### src/rtl/htfd_pkg.sv
// htfd_pkg: shared types, constants and the crc-8 byte function of the
// humidity/temperature frame decoder; no dependencies
package htfd_pkg;

   // byte position inside a three-byte frame
   localparam logic [1:0] POS_HIGH  = 2'd0;
   localparam logic [1:0] POS_LOW   = 2'd1;
   localparam logic [1:0] POS_CRC   = 2'd2;
   localparam logic [1:0] POS_SPARE = 2'd3;

   localparam logic [7:0]  CRC_POLY    = 8'h31;
   localparam logic [15:0] STATUS_MASK = 16'hFFFC;

   // fixed-point scale factors (x 2^-16) and offsets, hundredths
   localparam logic [14:0] TEMP_COEF   = 15'd17572;
   localparam logic [14:0] HUM_COEF    = 15'd12500;
   localparam logic signed [15:0] TEMP_OFFSET = 16'sd4685;
   localparam logic signed [15:0] HUM_OFFSET  = 16'sd600;

   // divide by 100 as multiply by ceil(2^19/100), exact below 43690
   localparam logic [12:0] RECIP_100   = 13'd5243;
   localparam int          RECIP_SHIFT = 19;

   // frame data handed from the crc stage to the conversion stage
   typedef struct packed {
      logic [15:0] raw;
      logic [14:0] scaled;
      logic        crc_ok;
      logic        kind;
   } frame_type;

   // one byte of crc-8, msb first
   function automatic logic [7:0] crc8_byte(input logic [7:0] crc, input logic [7:0] data);
      logic [7:0] c;
      c = crc ^ data;
      for (int i = 0; i < 8; i++) begin
         c = c[7] ? ({c[6:0], 1'b0} ^ CRC_POLY) : {c[6:0], 1'b0};
      end
      return c;
   endfunction

endpackage

### src/rtl/htfd_convert.sv
// htfd_convert: offset removal and whole-unit truncation of a scaled reading
// uses htfd_pkg for offsets and the reciprocal of 100
module htfd_convert (
   input  logic [14:0]        scaled,
   input  logic               kind,
   output logic signed [14:0] value,
   output logic signed [8:0]  whole
);

   logic signed [15:0] val_wide;
   logic [13:0]        mag;
   logic [26:0]        quot_prod;
   logic [7:0]         quot;

   assign val_wide  = $signed({1'b0, scaled}) -
                      (kind ? htfd_pkg::HUM_OFFSET : htfd_pkg::TEMP_OFFSET);
   assign mag       = val_wide[15] ? 14'(-val_wide) : val_wide[13:0];
   assign quot_prod = mag * htfd_pkg::RECIP_100;
   assign quot      = quot_prod[26:htfd_pkg::RECIP_SHIFT];

   assign value = val_wide[14:0];
   assign whole = val_wide[15] ? -$signed({1'b0, quot}) : $signed({1'b0, quot});

endmodule

### src/rtl/humidity_temp_frame_decoder_core.sv
// humidity_temp_frame_decoder_core: top level of the sensor frame decoder
// uses htfd_pkg and htfd_convert
//
// throughput: one byte per cycle while rsp_tready stays high
// a held result and a full scaled-reading stage stall the checksum byte in the input register
// reset: synchronous, active high; clears frame position, crc and all valids
module humidity_temp_frame_decoder_core (
   input  logic        clock,
   input  logic        reset,
   input  logic        req_tvalid,
   output logic        req_tready,
   input  logic [7:0]  req_tdata,  // [7:0] rx_byte
   input  logic [1:0]  req_tuser,  // [0] is_humidity, [1] frame_start
   output logic        rsp_tvalid,
   input  logic        rsp_tready,
   output logic [39:0] rsp_tdata,  // [14:0] value_hundredths, [23:15] whole_value,
                                   // [39:24] raw_value
   output logic [1:0]  rsp_tuser   // [0] crc_ok, [1] kind_out
);

   // input register stage
   logic       a_valid_ff, a_valid_in;
   logic [7:0] a_byte_ff;
   logic       a_hum_ff;
   logic       a_start_ff;

   // frame state
   logic [1:0] byte_index_ff, byte_index_in;
   logic [7:0] crc_acc_ff, crc_acc_in;
   logic [7:0] high_data_ff, high_data_in;
   logic [7:0] low_data_ff, low_data_in;
   logic       frame_kind_ff, frame_kind_in;

   // scaled-reading stage
   logic                b_valid_ff, b_valid_in;
   htfd_pkg::frame_type b_frame_ff, b_frame_in;

   // result register
   logic               rsp_valid_ff, rsp_valid_in;
   logic signed [14:0] rsp_value_ff;
   logic signed [8:0]  rsp_whole_ff;
   logic [15:0]        rsp_raw_ff;
   logic               rsp_crc_ok_ff;
   logic               rsp_kind_ff;

   logic [1:0]  pos;
   logic        a_emits;
   logic        out_free;
   logic        b_free;
   logic        a_move;
   logic        req_take;
   logic [15:0] raw;
   logic [14:0] coef;
   logic [30:0] product;
   logic signed [14:0] conv_value;
   logic signed [8:0]  conv_whole;

   // a start flag forces the byte to be a new high byte
   assign pos     = a_start_ff ? htfd_pkg::POS_HIGH : byte_index_ff;
   assign a_emits = a_valid_ff && (pos == htfd_pkg::POS_CRC);

   // backpressure: only checksum bytes need room downstream
   assign out_free   = !rsp_valid_ff || rsp_tready;
   assign b_free     = !b_valid_ff || out_free;
   assign a_move     = a_valid_ff && (!a_emits || b_free);
   assign req_tready = !a_valid_ff || a_move;
   assign req_take   = req_tvalid && req_tready;

   // status bits cleared, then one multiply by the kind's scale factor
   assign raw     = {high_data_ff, low_data_ff} & htfd_pkg::STATUS_MASK;
   assign coef    = frame_kind_ff ? htfd_pkg::HUM_COEF : htfd_pkg::TEMP_COEF;
   assign product = coef * raw;

   always_comb begin
      byte_index_in = byte_index_ff;
      crc_acc_in    = crc_acc_ff;
      high_data_in  = high_data_ff;
      low_data_in   = low_data_ff;
      frame_kind_in = frame_kind_ff;
      b_frame_in    = b_frame_ff;
      a_valid_in    = req_take ? 1'b1 : (a_move ? 1'b0 : a_valid_ff);
      b_valid_in    = out_free ? 1'b0 : b_valid_ff;
      rsp_valid_in  = out_free ? b_valid_ff : rsp_valid_ff;

      if (a_move) begin
         case (pos) inside
            htfd_pkg::POS_HIGH, htfd_pkg::POS_SPARE: begin
               high_data_in  = a_byte_ff;
               crc_acc_in    = htfd_pkg::crc8_byte(8'h00, a_byte_ff);
               frame_kind_in = a_hum_ff;
               byte_index_in = htfd_pkg::POS_LOW;
            end
            htfd_pkg::POS_LOW: begin
               low_data_in   = a_byte_ff;
               crc_acc_in    = htfd_pkg::crc8_byte(crc_acc_ff, a_byte_ff);
               byte_index_in = htfd_pkg::POS_CRC;
            end
            default: begin
               // checksum byte closes the frame
               byte_index_in     = htfd_pkg::POS_HIGH;
               b_valid_in        = 1'b1;
               b_frame_in.raw    = raw;
               b_frame_in.scaled = product[30:16];
               b_frame_in.crc_ok = (crc_acc_ff == a_byte_ff);
               b_frame_in.kind   = frame_kind_ff;
            end
         endcase
      end
   end

   htfd_convert u_convert (
      .scaled (b_frame_ff.scaled),
      .kind   (b_frame_ff.kind),
      .value  (conv_value),
      .whole  (conv_whole)
   );

   // control state
   always_ff @(posedge clock) begin
      if (reset) begin
         a_valid_ff    <= 1'b0;
         b_valid_ff    <= 1'b0;
         rsp_valid_ff  <= 1'b0;
         byte_index_ff <= htfd_pkg::POS_HIGH;
         crc_acc_ff    <= 8'h00;
         high_data_ff  <= 8'h00;
         low_data_ff   <= 8'h00;
         frame_kind_ff <= 1'b0;
      end else begin
         a_valid_ff    <= a_valid_in;
         b_valid_ff    <= b_valid_in;
         rsp_valid_ff  <= rsp_valid_in;
         byte_index_ff <= byte_index_in;
         crc_acc_ff    <= crc_acc_in;
         high_data_ff  <= high_data_in;
         low_data_ff   <= low_data_in;
         frame_kind_ff <= frame_kind_in;
      end
   end

   // payload, no reset needed
   always_ff @(posedge clock) begin
      if (req_take) begin
         a_byte_ff  <= req_tdata;
         a_hum_ff   <= req_tuser[0];
         a_start_ff <= req_tuser[1];
      end
      b_frame_ff <= b_frame_in;
      if (out_free && b_valid_ff) begin
         rsp_value_ff  <= conv_value;
         rsp_whole_ff  <= conv_whole;
         rsp_raw_ff    <= b_frame_ff.raw;
         rsp_crc_ok_ff <= b_frame_ff.crc_ok;
         rsp_kind_ff   <= b_frame_ff.kind;
      end
   end

   assign rsp_tvalid = rsp_valid_ff;
   assign rsp_tdata  = {rsp_raw_ff, rsp_whole_ff, rsp_value_ff};
   assign rsp_tuser  = {rsp_kind_ff, rsp_crc_ok_ff};

`ifndef SYNTHESIS
   // the frame counter never reaches the spare code
   assert property (@(posedge clock) disable iff (reset)
      byte_index_ff != htfd_pkg::POS_SPARE)
      else $error("frame position reached spare code");

   // whole units agree with hundredths, truncated toward zero
   assert property (@(posedge clock) disable iff (reset)
      rsp_tvalid |-> ((32'(rsp_value_ff) - 32'(rsp_whole_ff) * 100) > -100 &&
                      (32'(rsp_value_ff) - 32'(rsp_whole_ff) * 100) < 100))
      else $error("whole value disagrees with hundredths");

   // status bits of a delivered raw reading are cleared
   assert property (@(posedge clock) disable iff (reset)
      rsp_tvalid |-> (rsp_raw_ff[1:0] == 2'b00))
      else $error("status bits not cleared");

   // a new result only follows a completed frame in the conversion stage
   assert property (@(posedge clock) disable iff (reset)
      $rose(rsp_valid_ff) |-> $past(b_valid_ff))
      else $error("result without completed frame");
`endif

endmodule

### config.mk
export PLATFORM = sky130hd
export DESIGN_NAME = humidity_temp_frame_decoder_core
export DESIGN_NICKNAME = d
export VERILOG_FILES = /design/src/rtl/htfd_pkg.sv /design/src/rtl/htfd_convert.sv /design/src/rtl/humidity_temp_frame_decoder_core.sv
export SDC_FILE = /design/constraint.sdc
export NUM_CORES = 1
export LEC_CHECK = 0
export ABC_AREA = 1
export BUFFER_PORTS_ARGS = -buffer_cell sky130_fd_sc_hd__buf_4
export CORE_AREA = 2 2 159 161
export DETAILED_ROUTE_END_ITERATION = 6
export DIE_AREA = 0 0 161 163
export PLACE_DENSITY = 0.76
export SETUP_SLACK_MARGIN = 0.15
export SLEW_MARGIN = 20
export SYNTH_ARGS = -nofsm -noshare
export SYNTH_HDL_FRONTEND = slang
export SYNTH_SLANG_ARGS = --single-unit
### constraint.sdc
create_clock -name clock -period 11.58 [get_ports clock]
set_input_delay 0 -clock clock [delete_from_list [all_inputs] [get_ports clock]]
set_output_delay 0 -clock clock [all_outputs]
set_load 0.01 [all_outputs]
; Word level (Yosys, flattened, before mapping)
; Cells that the tools add are included.
[totals]
register_bits = 111
input_bits = 14
output_inout_bits = 44
wordCells = 100
[classes]
addsub = 3
n_mul = 2
eq_ne = 4
mux = 31
bitwise = 19
n_reduce_logical = 20
[op_table]
columns = cell, count
row1 = $mux 6, 16
row2 = $not 3->3, 16
row3 = $mul 15x14->29, 1
row4 = $mul 14x13->27 const B, 1
row5 = $mux 8, 3
row6 = $sub 15x13->16, 1
row7 = $mux 15, 1
row8 = $mux 14, 1
row9 = $neg 14->14, 1
row10 = $mux 13, 1
row11 = $neg 8->9, 1
row12 = $eq 8x8->1, 1
row13 = $xor 8x8->8, 1
row14 = $mux 1, 6
row15 = $mux 2, 3
row16 = $reduce_and 3->1, 2
row17 = $eq 2x2->1 const B, 2
row18 = $logic_and 1x1->1, 4
row19 = $logic_not 1->1, 4
row20 = $logic_or 1x1->1, 4
row21 = $reduce_and 2->1, 2
row22 = $reduce_bool 2->1, 2
row23 = $eq 2x1->1 const B, 1
row24 = $logic_not 2->1, 1
row25 = 2 further kinds, 3

; Longest topological paths before layout
[depth]
ltp_word = 19
ltp_mapped = 46
depth_no_buf = 46

; Cells and area by module
; From an unflattened synthesis, not the netlist that was laid out.
[hier_totals]
hier_cells = 1681
hier_area_um2 = 13804.5
[modules_own_cells]
columns = module, instances, cells_per_inst, area_per_inst_um2, seq_area_each_um2
row1 = humidity_temp_frame_decoder_core, 1, 899, 8694.6, 2992.9
row2 = htfd_convert, 1, 782, 5109.9, 0.0

; Worst setup path before layout
; Ideal clock, no wire load.
[synth_timing]
kind = reg-to-reg
startpoint = reg b_frame_ff[0] in the netlist's numbering
endpoint = reg rsp_whole_ff[6], data pin
setup_time_ps = 249
arrival_ps = 6133
required_ps = 11331
setup_slack_ps = 5198
stages_incl_launch_ff = 43
n_path_buf = 0
synth_period_minus_slack_ps = 6382
path_cell_list = edfxtp_1 -> inv_1 -> ha_1 -> ha_1 -> inv_1 -> nand2_1 -> nand2_1 -> nand2_1 -> nand2_1 -> nand2_1 -> nand2_1 -> nor2_2 -> nand3_2 -> nand2_2 -> xor2_1 -> inv_1 -> fa_1 -> ha_1 -> [7 not listed] -> ha_1 -> nand2_1 -> inv_1 -> a21oi_1 -> nor2_1 -> nor2_1 -> nand2_1 -> nand2_1 -> nand2_1 -> inv_1 -> ha_1 -> inv_1 -> nor2_1 -> nand3_1 -> nand2_1 -> nand2_1 -> nand2_1 -> inv_1
[synth_between]
elab_chain_len = 7
[synth_lines]
columns = element, line_no
row1 = from (decl), humidity_temp_frame_decoder_core.sv:36  ; htfd_pkg::frame_type b_frame_ff, b_frame_in;
row2 = from (signal assigned), humidity_temp_frame_decoder_core.sv:148  ; b_frame_ff <= b_frame_in;
row3 = $mux 13 *, htfd_convert.sv:16  ; (kind ? htfd_pkg::HUM_OFFSET : htfd_pkg::TEMP_OFFSET);
row4 = $sub 15x13->16 *, htfd_convert.sv:15  ; assign val_wide = $signed({1'b0, scaled}) -
row5 = named net conv_value[6], humidity_temp_frame_decoder_core.sv:55  ; logic signed [14:0] conv_value;
row6 = $neg 14->14, htfd_convert.sv:17  ; assign mag = val_wide[15] ? 14'(-val_wide) : val_wide[13:0];
row7 = $mux 14 *, htfd_convert.sv:17
row8 = $mul 14x13->27 *, htfd_convert.sv:18  ; assign quot_prod = mag * htfd_pkg::RECIP_100;
row9 = $neg 8->9, htfd_convert.sv:22  ; assign whole = val_wide[15] ? -$signed({1'b0, quot}) : $signed({1'b0, quot});
row10 = $mux 8 *, htfd_convert.sv:22
row11 = named net conv_whole[6], humidity_temp_frame_decoder_core.sv:56  ; logic signed [8:0] conv_whole;
row12 = to (signal assigned), humidity_temp_frame_decoder_core.sv:151  ; rsp_whole_ff <= conv_whole;
row13 = to (decl), humidity_temp_frame_decoder_core.sv:41  ; logic signed [8:0] rsp_whole_ff;
; Mark *: on every way through the listed nets, which the timed path passes. The rest lies on a longest branch.
; A chain may end at the register's enable or synchronous reset.

; Worst setup path after layout
[layout_timing]
startpoint = reg b_frame_ff[0] in the netlist's numbering
endpoint = reg rsp_whole_ff[6], data pin
[layout_between]
elab_chain_len = 7
[layout_lines]
columns = element, line_no
row1 = $mux 13 *, htfd_convert.sv:16
row2 = $sub 15x13->16 *, htfd_convert.sv:15
row3 = $neg 14->14, htfd_convert.sv:17
row4 = $mux 14, htfd_convert.sv:17
row5 = $mul 14x13->27, htfd_convert.sv:18
row6 = $neg 8->9, htfd_convert.sv:22
row7 = $mux 8 *, htfd_convert.sv:22
row8 = named net conv_whole[6], humidity_temp_frame_decoder_core.sv:56
; Marks and branches as above.

==> impl_results.md <==
- Vias in the first global route: between 10000 and 15000
- Arr. time, crit path: 7.42 ns
- Most frequent CP cell: inv_1
- Number of DRC violations after detailed-routing iteration 0: 591
- TNS Setup: 0 ns
- Outcome: completed
- GRT Total Usage: 22.4%
- CTS sink count: about 110
- Power Dens Cells: 84.0 mW/mm2
- R2R Setup Slk: 4.28 ns
- H-tree depth: 3
- YS warnings: 0
- Sequential Power Share: a little over a third
- Largest net degree at the start of global routing: 36
- Max-slew headroom: 45.5%
- Slowest cell on crit path: fa_1
- Mapped Avg Cell Area: between 8 and 9 um2
- # setup viols final: 0
- Dpl hpwl: 23.4 mm
- Initial antenna violation count: 0
- First-pass iteration count of the detailed router: 5
- Mapped Area: 0.0133 mm2
- CP max FO: 19
- Via/cell ratio: between 5 and 6
- IO buf count: 55
- Post-Route WL: 28.0 mm
- Critical Path End Type: flop
- #FFs+latches synth: 109
- Worst Skew: 0.0114 ns
- Placed Cells: 1946
- WL/cell: 14.2 um
- Max-cap check violation count: 0
- TritonCTS buffer count: 9
- Nets@finish: approximately 2000
- Chip height: 163 um
- Initial core utilization: 54.0%
- Max incr delay on CP: 0.53 ns
- Switch Pwr: 453 uW
- Die ar.: 0.0262 mm2
- Max Root-Sink Buffers: 2
- Layout cells sized above 1: 7.42%
- Clk root buf: clkbuf_16
- Area growth syn-to-layout: 9.42%
- Skew-Pair Late Insertion Delay: 0.36 ns
- Clock-pin slew on the worst setup and hold paths: 0.09 ns
- Total power: 1220 uW
- RSZ-0062 raised after global routing: false
- Fin crit share: 63.1%
- Least-Margin Pin Slew: 0.809 ns
- Vias: about 10000
- Clock Power Share: 27.0%
- Register area share after synthesis: 22.5%
- Final Non-Filler Cells: 1975
- Die Width: 161 um
- Top-Level Pins: 58
- Final hold vios: 0
- Post-CTS Setup Bufs: 0
- Core box area: 0.0247 mm2
- Hold Path Class: input pin to flop
- Sw frac: between 30% and 40%
- Antenna fix cells: 0
- Fmax: approximately 140 MHz
- Grt total ovfl: 0
- Combinational power share: 36.4%
- Final min period: 7.30 ns
- Leakage: 0.00798 uW
- Gpl congestion: 0.937
- # DRC: 0
- CTS tree: built
- First-pass GRT wire length: 47.2 mm
- P_int: just under 800 uW
- Antenna Nets Post-Route: 0
- Crit start category: flop
- Slew Viols, Final: 0
- CP required: 11.70 ns
- Cells after Synth: between 1500 and 2000
- Yosys cell types: 46
- CP Class: flop to flop
- Worst VDD drop: slightly above 0.00008 V
- # rows: 58
state kept, by name, summed over array words and instances, names as in the netlist:
register,cells
b_frame_ff,31
rsp_value_ff,15
rsp_raw_ff,14
rsp_whole_ff,9
a_byte_ff,8
crc_acc_ff,8
high_data_ff,8
low_data_ff,6
byte_index_ff,2
a_hum_ff,1
a_start_ff,1
a_valid_ff,1
b_valid_ff,1
frame_kind_ff,1
rsp_crc_ok_ff,1
rsp_kind_ff,1
rsp_tvalid,1
critical path, delay by kind of cell (launching register included):
family          cells  cell delay, ns
fa+ha+maj           8            3.04
simple gates       15            1.40
compound gates      3            0.92
buf+inv            10            0.82
flops               1            0.44
xor+xnor            1            0.44
synthesized netlist by cell type (all sizes together):
cell / number / area [um2]
nand3b: 4 / 30.0
ha: 223 / 2790
o211ai: 3 / 22.5
nor2: 92 / 375
fa: 125 / 2500
a21o: 1 / 7.51
nor3b: 1 / 7.51
buf: 8 / 50.1
nor4: 1 / 6.26
xor2: 43 / 384
nand3: 52 / 275
a21boi: 2 / 15.0
o21ai: 52 / 260
o2111ai: 1 / 8.76
o21a: 1 / 7.51
nand2: 311 / 1210
edfxtp: 81 / 2430
dfxtp: 28 / 561
inv: 391 / 1470
or2: 4 / 25.0
clkbuf: 15 / 56.3
xnor2: 21 / 191
a211oi: 3 / 22.5
nand4: 13 / 81.3
nor3: 12 / 81.3
a21oi: 63 / 315
conb: 2 / 7.51
o21bai: 8 / 60.1
o221a: 2 / 22.5
and2: 1 / 6.26
a31oi: 5 / 46.3
stage by stage:
step	worst slack (ns)	cell area, um2	util [%]	hold WS, ns
global placement	4.45	14100	57.2	0.178
finish	4.28	14600	59.1	0.148
CTS	4.25	14600	59.1	0.217
global route	3.64	14600	59.1	0.158
detailed placement	4.26	14100	57.2	0.179
floorplan	5.20	13400	-	0.0691
routing by layer:
metal	track usage, %	part of all wire (%)	up-vias
met4	6.53	2.2	0
li1	-	-	5020
met1	27.5	43	4717
met5	0	0	-
met2	41.5	51	189
met3	2.60	3.5	40
cell usage in the layout, fill, tap and decap left out, types with 2 or more instances in the layout:
cell type and instances:
dfxtp_1 28, o21ai_1 3, or2_2 3, nand2_1 297
conb_1 14, nor3_1 9, buf_4 58, nor2_4 3
clkbuf_16 9, inv_8 2, nand4_1 13, xor2_1 42
inv_12 3, nand3_2 3, o211ai_1 3, inv_1 382
nor2_2 7, o221a_2 2, o21bai_1 8, a211oi_1 3
ha_1 223, xnor2_1 20, edfxtp_1 81, inv_2 9
nor3_2 2, a21oi_1 63, nand3b_1 4, dlygate4sd3_1 13
nor2_1 82, nand2_2 13, nand3_1 49, a31oi_1 3
fa_1 125, o21ai_0 49
path summary, 6_finish.rpt:
check                      startpoint                         to  cells past startpoint
max reg2reg   b_frame_ff[0]$_DFFE_PP_  rsp_whole_ff[6]$_DFFE_PP_                     37
min                        req_tvalid     a_byte_ff[1]$_DFFE_PP_                      3
max           b_frame_ff[0]$_DFFE_PP_  rsp_whole_ff[6]$_DFFE_PP_                     37
min reg2reg  b_frame_ff[31]$_DFFE_PP_   rsp_raw_ff[14]$_DFFE_PP_                      0
repair_timing:
| action | 4_1_cts | 5_1_grt |
|---|---|---|
| endpoints found under the hold margin | 16 | 0 |
| hold buffers | 13 | 0 |
| gates resized for setup | 0 | 0 |
cell families after synthesis:
kind of cell / count (synthesis) / share of synthesized area [%]
buffers and inverters: 414 / 11.8
and+or+nand+nor: 491 / 15.7
xor gates and xnor gates: 64 / 4.32
AOI/OAI and AO/OA: 141 / 5.91
DFF: 109 / 22.5
other: 2 / 0.0564
adders and majority gates: 348 / 39.7
cell type report:
cell class                      count  area (um2)
Clock buffer                        9         225
Clock inverter                      7        96.3
Fill cell                        2178       10100
Inverter                          391        1470
Multi-Input combinational cell   1058        8820
Sequential cell                   109        2990
Tap cell                          330         413
Timing Repair Buffer               71         566
power groups by stage:
stage               sequential (uW)  combinational (uW)  clock (uW)
floorplan                       452                 339           0
global placement                456                 432           0
detailed placement              457                 442           0
CTS                             448                 451         338
global route                    449                 515         354
finish                          448                 446         331
No activity file was read; power rests on OpenSTA's default activity.
